`config.mk`:
```
export PLATFORM = sky130hd
export DESIGN_NAME = pattern_occurrence_counter
export DESIGN_NICKNAME = d
export VERILOG_FILES = /design/src/hw/rtl/pac_pkg.sv /design/src/hw/rtl/pattern_occurrence_counter.sv /design/src/hw/rtl/pac_cell.sv
export SDC_FILE = /design/constraint.sdc
export NUM_CORES = 2
export LEC_CHECK = 0
export BUFFER_PORTS_ARGS = -buffer_cell sky130_fd_sc_hd__buf_2
export CORE_ASPECT_RATIO = 1.2
export CORE_MARGIN = 2
export CORE_UTILIZATION = 40
export CTS_BUF_LIST = sky130_fd_sc_hd__clkbuf_4 sky130_fd_sc_hd__clkbuf_8 sky130_fd_sc_hd__clkbuf_16
export DETAILED_ROUTE_END_ITERATION = 12
export PLACE_DENSITY = 0.67
export SKIP_LAST_GASP = 1
export SYNTH_ARGS = -nofsm -noshare
export SYNTH_HDL_FRONTEND = slang
export SYNTH_SLANG_ARGS = --single-unit
```
`constraint.sdc`:
```
create_clock -name clock -period 29 [get_ports clock]
set_input_delay 5.8 -clock clock [delete_from_list [all_inputs] [get_ports clock]]
set_output_delay 5.8 -clock clock [all_outputs]
set_load 0.01 [all_outputs]
```
`src/hw/rtl/pac_pkg.sv`:
```
package pac_pkg;

   localparam int MAX_PATTERN = 64;
   localparam int BYTE_W      = 8;
   localparam int COUNT_BITS  = 16;
   localparam int RSP_BITS    = 16;
   localparam int CSR_ADDR_W  = 1;
   localparam int CSR_DATA_W  = 1;
   localparam int RSP_DATA_W  = 24;

   localparam logic [COUNT_BITS-1:0] COUNT_MAX = {COUNT_BITS{1'b1}};
   localparam logic [COUNT_BITS-1:0] COUNT_ONE = COUNT_BITS'(1);

   typedef enum logic {
      ACT_PATTERN = 1'b0,
      ACT_TEXT    = 1'b1
   } action_type;

   typedef enum logic [CSR_ADDR_W-1:0] {
      CSR_CASE_FOLD  = 1'b0,
      CSR_FIRST_ONLY = 1'b1
   } csr_index_type;

   // control broadcast to every cell of the row
   typedef struct packed {
      logic load;   // pattern byte shifts into the row
      logic text;   // text byte accepted
      logic last;   // text byte closes its block
      logic fold;   // ASCII case folding on both sides of the compare
   } ctrl_type;

   function automatic logic [BYTE_W-1:0] fold_byte(input logic [BYTE_W-1:0] c,
                                                   input logic              en);
      logic [BYTE_W-1:0] r;
      r = c;
      if (en && c >= 8'h61 && c <= 8'h7A) begin
         r = c - 8'h20;
      end
      return r;
   endfunction

endpackage

```
`src/hw/rtl/pattern_occurrence_counter.sv`:
```
// A block's result is registered when its last text byte is accepted.
// Throughput: one byte (pattern or text) per cycle; the row of 64 compare cells
// evaluates the whole window in the cycle the byte arrives.
// Stalls only when both the output register and the skid register hold results.
// Reset (synchronous, active high) clears pattern length, block fill, count,
// flags and configuration; pattern and window bytes are not cleared.
module pattern_occurrence_counter (
   input  logic                           clock,
   input  logic                           reset,
   // text / pattern input
   input  logic                           req_tvalid,
   output logic                           req_tready,
   input  logic [7:0]                     req_tdata,   // [7:0] data_byte
   input  logic                           req_tuser,   // [0] action
   input  logic                           req_tlast,   // last
   // per-block result
   output logic                           rsp_tvalid,
   input  logic                           rsp_tready,
   output logic [pac_pkg::RSP_DATA_W-1:0] rsp_tdata,   // [15:0] match_count,
                                                       // [16] pattern_too_long
   // configuration
   input  logic                           csr_we,
   input  logic [pac_pkg::CSR_ADDR_W-1:0] csr_addr,
   input  logic [pac_pkg::CSR_DATA_W-1:0] csr_wdata
);
   import pac_pkg::*;

   // ---------------- configuration ----------------
   logic fold_ff, fold_in;
   logic first_ff, first_in;

   always_comb begin
      fold_in  = fold_ff;
      first_in = first_ff;
      if (csr_we) begin
         unique case (csr_index_type'(csr_addr))
            CSR_CASE_FOLD:  fold_in  = csr_wdata[0];
            CSR_FIRST_ONLY: first_in = csr_wdata[0];
            default: ;
         endcase
      end
   end

   // ---------------- input decode ----------------
   logic accept, pat_acc, txt_acc;
   logic restart, full, load;
   assign accept  = req_tvalid & req_tready;
   assign pat_acc = accept & (action_type'(req_tuser) == ACT_PATTERN);
   assign txt_acc = accept & (action_type'(req_tuser) == ACT_TEXT);

   logic prog_ff, prog_in;   // pattern load in progress
   logic ovf_ff, ovf_in;     // pattern truncated

   // act chain is a thermometer of pattern length: the last cell active means full
   logic [MAX_PATTERN-1:0] act_q;
   assign restart = !prog_ff;
   assign full    = act_q[MAX_PATTERN-1];
   // new pattern starts empty, so its first byte always loads
   assign load    = pat_acc & (restart | ~full);

   always_comb begin
      prog_in = prog_ff;
      ovf_in  = ovf_ff;
      if (pat_acc) begin
         prog_in = ~req_tlast;
         if (restart) begin
            ovf_in = 1'b0;
         end else if (full) begin
            ovf_in = 1'b1;
         end
      end
   end

   ctrl_type ctrl;
   assign ctrl.load = load;
   assign ctrl.text = txt_acc;
   assign ctrl.last = req_tlast;
   assign ctrl.fold = fold_ff;

   // ---------------- compare row ----------------
   // Cell j holds the j-th most recent pattern byte and compares it with the
   // j-th most recent text byte (cell 0 sees the arriving byte).
   logic [BYTE_W-1:0]      pat_q  [MAX_PATTERN];
   logic [BYTE_W-1:0]      text_q [MAX_PATTERN];
   logic [BYTE_W-1:0]      pat_src  [MAX_PATTERN];
   logic [BYTE_W-1:0]      text_src [MAX_PATTERN];
   logic [MAX_PATTERN-1:0] act_src, seen_src, seen_q, ok;

   always_comb begin
      pat_src[0]  = req_tdata;
      text_src[0] = req_tdata;
      act_src[0]  = 1'b1;
      seen_src[0] = 1'b1;
      for (int j = 1; j < MAX_PATTERN; j++) begin
         pat_src[j]  = pat_q[j-1];
         text_src[j] = text_q[j-1];
         act_src[j]  = act_q[j-1] & ~restart;
         seen_src[j] = seen_q[j-1];
      end
   end

   for (genvar g = 0; g < MAX_PATTERN; g++) begin : g_cell
      pac_cell u_cell (
         .clock    (clock),
         .reset    (reset),
         .ctrl     (ctrl),
         .pat_src  (pat_src[g]),
         .act_src  (act_src[g]),
         .text_src (text_src[g]),
         .seen_src (seen_src[g]),
         .pat_q    (pat_q[g]),
         .act_q    (act_q[g]),
         .text_q   (text_q[g]),
         .seen_q   (seen_q[g]),
         .ok       (ok[g])
      );
   end

   // empty pattern never matches
   logic hit;
   assign hit = act_q[0] & (&ok);

   // ---------------- count ----------------
   logic [COUNT_BITS-1:0] cnt_ff, cnt_in, cnt_now, cap;
   logic                  push;

   always_comb begin
      cap     = first_ff ? COUNT_ONE : COUNT_MAX;
      cnt_now = (hit && cnt_ff < cap) ? cnt_ff + COUNT_ONE : cnt_ff;
      push    = txt_acc & req_tlast;
      cnt_in  = cnt_ff;
      if (txt_acc) begin
         cnt_in = req_tlast ? '0 : cnt_now;
      end
   end

   logic [RSP_DATA_W-1:0] res;
   assign res = {{(RSP_DATA_W-RSP_BITS-1){1'b0}}, ovf_ff, RSP_BITS'(cnt_now)};

   // ---------------- output register + skid ----------------
   logic                  out_v_ff, out_v_in, skid_v_ff, skid_v_in;
   logic [RSP_DATA_W-1:0] out_d_ff, out_d_in, skid_d_ff, skid_d_in;
   logic                  pop;

   assign pop        = out_v_ff & rsp_tready;
   assign req_tready = ~skid_v_ff;

   always_comb begin
      out_v_in  = out_v_ff;
      out_d_in  = out_d_ff;
      skid_v_in = skid_v_ff;
      skid_d_in = skid_d_ff;
      if (skid_v_ff) begin
         if (pop) begin
            out_d_in  = skid_d_ff;
            skid_v_in = 1'b0;
         end
      end else if (push) begin
         if (!out_v_ff || pop) begin
            out_v_in = 1'b1;
            out_d_in = res;
         end else begin
            skid_v_in = 1'b1;
            skid_d_in = res;
         end
      end else if (pop) begin
         out_v_in = 1'b0;
      end
   end

   always_ff @(posedge clock) begin
      out_d_ff  <= out_d_in;
      skid_d_ff <= skid_d_in;
      if (reset) begin
         fold_ff   <= 1'b0;
         first_ff  <= 1'b0;
         prog_ff   <= 1'b0;
         ovf_ff    <= 1'b0;
         cnt_ff    <= '0;
         out_v_ff  <= 1'b0;
         skid_v_ff <= 1'b0;
      end else begin
         fold_ff   <= fold_in;
         first_ff  <= first_in;
         prog_ff   <= prog_in;
         ovf_ff    <= ovf_in;
         cnt_ff    <= cnt_in;
         out_v_ff  <= out_v_in;
         skid_v_ff <= skid_v_in;
      end
   end

   assign rsp_tvalid = out_v_ff;
   assign rsp_tdata  = out_d_ff;

endmodule

```
`src/hw/rtl/pac_cell.sv`:
```
// One position of the compare row: a pattern byte, a window byte, and
// thermometer bits for pattern length and block fill.
module pac_cell (
   input  logic                      clock,
   input  logic                      reset,
   input  pac_pkg::ctrl_type         ctrl,
   input  logic [pac_pkg::BYTE_W-1:0] pat_src,
   input  logic                      act_src,
   input  logic [pac_pkg::BYTE_W-1:0] text_src,
   input  logic                      seen_src,
   output logic [pac_pkg::BYTE_W-1:0] pat_q,
   output logic                      act_q,
   output logic [pac_pkg::BYTE_W-1:0] text_q,
   output logic                      seen_q,
   output logic                      ok
);
   import pac_pkg::*;

   logic [BYTE_W-1:0] pat_ff, pat_in;
   logic [BYTE_W-1:0] text_ff, text_in;
   logic              act_ff, act_in;
   logic              seen_ff, seen_in;

   always_comb begin
      pat_in  = ctrl.load ? pat_src : pat_ff;
      act_in  = ctrl.load ? act_src : act_ff;
      text_in = ctrl.text ? text_src : text_ff;
      seen_in = ctrl.text ? (seen_src & ~ctrl.last) : seen_ff;
   end

   // inactive cells (past the pattern length) always agree
   assign ok = !act_ff ||
               (seen_src && (fold_byte(text_src, ctrl.fold) == fold_byte(pat_ff, ctrl.fold)));

   always_ff @(posedge clock) begin
      pat_ff  <= pat_in;
      text_ff <= text_in;
      if (reset) begin
         act_ff  <= 1'b0;
         seen_ff <= 1'b0;
      end else begin
         act_ff  <= act_in;
         seen_ff <= seen_in;
      end
   end

   assign pat_q  = pat_ff;
   assign act_q  = act_ff;
   assign text_q = text_ff;
   assign seen_q = seen_ff;

endmodule

```
# Yosys cells after proc, flatten, opt, wreduce, memory -nomap -nowiden
# Index checks and enable logic that the tools add are counted.
[totals] out_inout_bits=26 inputBits=17 elab_cells=1460 register_bits=1206
[op_classes] bitwise=139 n_addsub=129 n_mux=144 n_eq_ne=67 reduce_logical=461 order_cmp=257
[ops] cell="$ge 8x7->1 const B" count=128
[ops] cell="$le 8x7->1 const B" count=128
[ops] cell="$mux 8" count=128
[ops] cell="$sub 8x6->8 const B" count=128
[ops] cell="$eq 8x8->1" count=64
[ops] cell="$logic_and 1x1->1" count=320
[ops] cell="$and 1x1->1" count=132
[ops] cell="$mux 24" count=4
[ops] cell="$logic_not 1->1" count=66
[ops] cell="$logic_or 1x1->1" count=65
[ops] cell="$reduce_and 64->1" count=1
[ops] cell="$mux 16" count=3
[ops] cell="$add 16x1->16 const B" count=1
[ops] cell="$lt 16x16->1" count=1
[ops] cell="$mux 1" count=9
[ops] cell="$reduce_and 3->1" count=3
[ops] cell="$ne 2x1->1 const B" count=3
[ops] cell="$not 1->1" count=6
[ops] cell="$reduce_and 2->1" count=3
[ops] cell="$reduce_bool 2->1" count=3
[ops] cell="$or 1x1->1" count=1

# Longest topological paths before layout
[logic_depth] word_depth=14 mapped_depth=17 mapped_depth_nobuf=13

# Cells and area by module
# A second synthesis with hierarchy kept.
[hier_totals] cells_unflattened=4582 area_unflattened_um2=58937.8
[by_module_without_submodules] module="pac_cell" area_each_um2=859.6 instances=64 cells_each=65 seq_area_each_um2=520.5
[by_module_without_submodules] module="pattern_occurrence_counter" area_each_um2=3925.0 instances=1 cells_each=422 seq_area_each_um2=1461.4

# Worst setup path before layout
# No wires, ideal clock.
[synth_timing] path_kind="input-to-reg" from="in req_tuser" to="reg skid_d_ff[0] (enable)" path_slack_ns=5.370 required_ns=28.584 n_path_buf=1 cell_stages=5 t_arrival_ns=23.214 path_cell_list="nand3_1 -> clkinv_1 -> clkbuf_1 -> nand2_1 -> nor3b_1"
[synth_between] elab_chain_len=3
[synth_rtl] item="from (decl)" line_no="pattern_occurrence_counter.sv:14" text="input logic req_tuser,"
[synth_rtl] item="$and 1x1->1" line_no="pattern_occurrence_counter.sv:49" text="assign txt_acc = accept & (action_type'(req_tuser) == ACT_TEXT);"
[synth_rtl] item="named net txt_acc" line_no="pattern_occurrence_counter.sv:45" text="logic accept, pat_acc, txt_acc;"
[synth_rtl] item="$and 1x1->1" line_no="pattern_occurrence_counter.sv:130" text="push = txt_acc & req_tlast;"
[synth_rtl] item="$reduce_and 3->1 (no line)"
[synth_rtl] item="to (signal assigned)" line_no="pattern_occurrence_counter.sv:173" text="skid_d_ff <= skid_d_in;"
[synth_rtl] item="to (decl)" line_no="pattern_occurrence_counter.sv:142" text="logic [RSP_DATA_W-1:0] out_d_ff, out_d_in, skid_d_ff, skid_d_in;"
# The timed path passes the listed nets, and every way through them passes these cells.
# A chain may end at the register's enable or synchronous reset.

# Worst setup path in the final report
[layout_timing] from="in req_tvalid" to="reg g_cell[4].u_cell.seen_ff"
[layout_between] elab_chain_len=2
[layout_rtl] item="from (decl)" line_no="pattern_occurrence_counter.sv:11" text="input logic req_tvalid,"
[layout_rtl] item="$and 1x1->1" line_no="pattern_occurrence_counter.sv:47" text="assign accept = req_tvalid & req_tready;"
[layout_rtl] item="$and 1x1->1" line_no="pattern_occurrence_counter.sv:49"
[layout_rtl] item="to (signal assigned)" line_no="pac_cell.sv:43" text="seen_ff <= seen_in;"
[layout_rtl] item="to (decl)" line_no="pac_cell.sv:22" text="logic seen_ff, seen_in;"
# No other way between the ends.

==> impl_metrics.env <==
export IMPL_status="completed"
export IMPL_cpLargestDelayFamily="buffers and inverters"
export IMPL_first_global_vias=38270
export IMPL_hpwl_mm=97.12
export IMPL_die_area_mm2=0.1484
export IMPL_worstMarginPinSlew_ns=1.214
export IMPL_finalSetupViolations=0
export IMPL_detail_route_wl_per_cell_um=20.28
export IMPL_finalHoldViolations=0
export IMPL_track_usage_pct=18.51
export IMPL_antenna_cells=0
export IMPL_crit_slowest_cell="buf_4"
export IMPL_synth_top_cells_by_area="edfxtp_1 (54%), xor2_1 (6.0%), dfxtp_1 (5.1%)"
export IMPL_end_kind="register"
export IMPL_slew_headroom_pct=18.04
export IMPL_antenna_found_initial=3
export IMPL_ctsResizeCount=0
export IMPL_critPathLaunchType="input pin"
export IMPL_critPathRequiredTime_ns=29.68
export IMPL_yosysWarnings=0
export IMPL_cp_common_cell="buf_4"
export IMPL_rsz0062_at_grt="no"
export IMPL_area_growth_pct=11.85
export IMPL_overflow=0
export IMPL_finalPower_mw=3.839
export IMPL_synth_top_cell_area_share_pct=54.26
export IMPL_clock_latency_ns=0.75
export IMPL_die_y_um=421.5
export IMPL_core_area_mm2=0.1445
export IMPL_postRouteAntennaNets=0
export IMPL_cts_buffer_depth=3
export IMPL_fp_dieW_um=351.9
export IMPL_io_buffer_count=35
export IMPL_cp_max_fo=139
export IMPL_ys_types=86
export IMPL_syn_cell_area_mm2=0.05811
export IMPL_path_cells="buf_2 -> nand3_4 -> inv_8 -> buf_4 -> buf_4 -> buf_4 -> and3_1 -> a21oi_1 -> nor2_1"
export IMPL_grt_pass1_wl_mm=217.6
export IMPL_synthArstFlopShare_pct=0
export IMPL_synth_seq_cells=1199
export IMPL_drtIter0Drc=3223
export IMPL_grt_max_degree=174
export IMPL_cts_buffers=121
export IMPL_min_period_ns=9.801
export IMPL_avgSynthCellArea_um2=12.13
export IMPL_htree_num_levels=3
export IMPL_drt_total_wl_mm=140.7
export IMPL_synth_edf_count=1050
export IMPL_ys_dominant_reg_cell="edfxtp_1"
export IMPL_place_gp_congestion=0.8616
export IMPL_cap_violations=0
export IMPL_power_leakage_nw=22.71
export IMPL_worst_path_buf_inv=5
export IMPL_peakVddDrop_uv=51.77
export IMPL_vias_per_cell=5.648
export IMPL_cts_setup_buffers=0
export IMPL_tns_ns=0
export IMPL_drive_above_1_share_pct=6.803
export IMPL_max_freq_mhz=102.0
export IMPL_route_detailed_drc=0
export IMPL_start_util_pct=40.21
export IMPL_placementRows=153
export IMPL_worst_endpoint_arrival_ns=10.48
export IMPL_final_nets=5051
export IMPL_pin_count=43
export IMPL_slew_violations=0
export IMPL_vias=39170
export IMPL_clock_sinks=1199
export IMPL_clk_pin_slew_ns=0.06
export IMPL_path_class="input pin to register"
export IMPL_hold_class="register to register"
export IMPL_fin_worst_skew_ns=0.03093
export IMPL_fin_crit_sh_pct=33.79
export IMPL_clockRootBuffer="clkbuf_16"
export IMPL_critical_path_max_stage_delay_ns=0.96
export IMPL_cts_hold_buf=0
export IMPL_firstDrtPassIters=5
export IMPL_synth_seq_area_share_pct=59.39
export IMPL_syn_inst=4792
export IMPL_cts_tree="yes"
export IMPL_num_fill_cells=12860
export IMPL_p_per_area_mw_per_mm2=59.06
export IMPL_yosysTopAreaCell="edfxtp_1"
state kept, by name, summed over array words and instances, names as in the netlist:
| register | flops |
|---|---|
| g_cell.u_cell.act_q | 64 |
| g_cell.u_cell.text_q | 504 |
| g_cell.u_cell.pat_q | 512 |
| prog_ff | 1 |
| skid_d_ff | 17 |
| rsp_tvalid | 1 |
| cnt_ff | 16 |
| skid_v_ff | 1 |
| first_ff | 1 |
| fold_ff | 1 |
| rsp_tdata | 17 |
| ovf_ff | 1 |
| g_cell.u_cell.seen_q | 63 |
worst paths after layout:
path / depth (start not counted) / start / to / slack (ns)
worst max-delay path: 9 / req_tvalid / g_cell[4].u_cell.seen_q / 19.20
worst min-delay path: 0 / g_cell[50].u_cell.text_q[6] / g_cell[51].u_cell.text_q[6] / 0.45
worst max register to register: 13 / fold_ff / rsp_tdata[12] / 22.44
worst min register to register: 0 / g_cell[50].u_cell.text_q[6] / g_cell[51].u_cell.text_q[6] / 0.45
Yosys cell counts, types with 25 or more instances:
master     number
clkbuf_1       74
a22oi_1        67
o31ai_1        65
nand2_1       244
a311oi_1       34
and3_1         89
o2bb2ai_1      29
a21oi_1       200
nand3_1       185
xor2_1        398
or3_1          54
xnor2_1       254
nor4_1        109
a21o_1         50
nor2_1        343
nor3_1        167
o41ai_1        41
nand4_1        46
edfxtp_1     1050
mux2i_1        36
dfxtp_1       149
or4_1          88
a31oi_1        44
o21ai_0        82
ha_1          144
and2_1         25
inv_1         300
cell type report:
class | count | area, um2 | share of cell area [%]
Clock buffer | 156 | 3387 | 5.211
Clock inverter | 75 | 909.6 | 1.400
Inverter | 302 | 1149 | 1.767
Multi-Input combinational cell | 3193 | 22130 | 34.05
Sequential cell | 1199 | 34520 | 53.11
Tap cell | 1937 | 2424 | 3.729
Timing Repair Buffer | 73 | 479.2 | 0.7373
routing by layer:
layer / vias up / track usage, % / routed length, um
met4: 0 / 7.031 / 4726
met3: 279 / 2.331 / 7432
met5: - / 0 / 0
met2: 1167 / 32.78 / 71010
met1: 19390 / 22.97 / 57500
li1: 18330 / - / -
per-stage QoR:
| step | hold slack, ns | utilization [%] | instance area (um2) | instances | worst slack, ns |
|---|---|---|---|---|---|
| after detailed placement | 0.4339 | 42.00 | 60700 | 6704 | 18.33 |
| after global placement | 0.4321 | 42.00 | 60700 | 6704 | 18.45 |
| after floorplan | 0.4264 | - | 58130 | 4798 | 5.370 |
| after CTS | 0.4540 | 44.97 | 64990 | 6935 | 19.11 |
| final | 0.4509 | 44.97 | 64990 | 6935 | 19.20 |
| after global routing | 0.4664 | 44.97 | 64990 | 6935 | 18.80 |
power breakdown:
group | switching, mW | leakage (nW) | internal, mW
Combinational | 0.119 | 10.2 | 0.0644
Sequential | 0.0572 | 10.4 | 1.93
Clock | 0.683 | 2.12 | 0.987
cell families after synthesis:
kind of cell,after synthesis,share of synthesized area [%]
buf+inv,406,2.702
xor+xnor,668,10.45
mux,49,0.8720
fa+ha+maj,144,3.101
compound gates,850,10.36
simple gates,1475,13.12
flops,1199,59.39
other cells,1,0.006453
layout by cell type (no fill, tap or decap), drive strengths merged, types with 36 or more instances in the layout:
master	synthesis	layout
clkinv	1	44
and3	89	89
o21ai	85	85
xor2	398	398
nor4	110	110
nor2	343	343
nand2	244	244
o31ai	65	65
o41ai	41	41
nand4	46	46
xnor2	254	254
dfxtp	149	149
a311oi	37	37
or4	89	89
or3	54	54
mux2i	36	36
a21oi	200	200
a21o	50	50
a31oi	44	44
edfxtp	1050	1050
nor3	167	167
ha	144	144
inv	301	306
clkbuf	74	156
nand3	185	185
a22oi	67	67
buf	30	73
(Power assumes the default switching activity.)
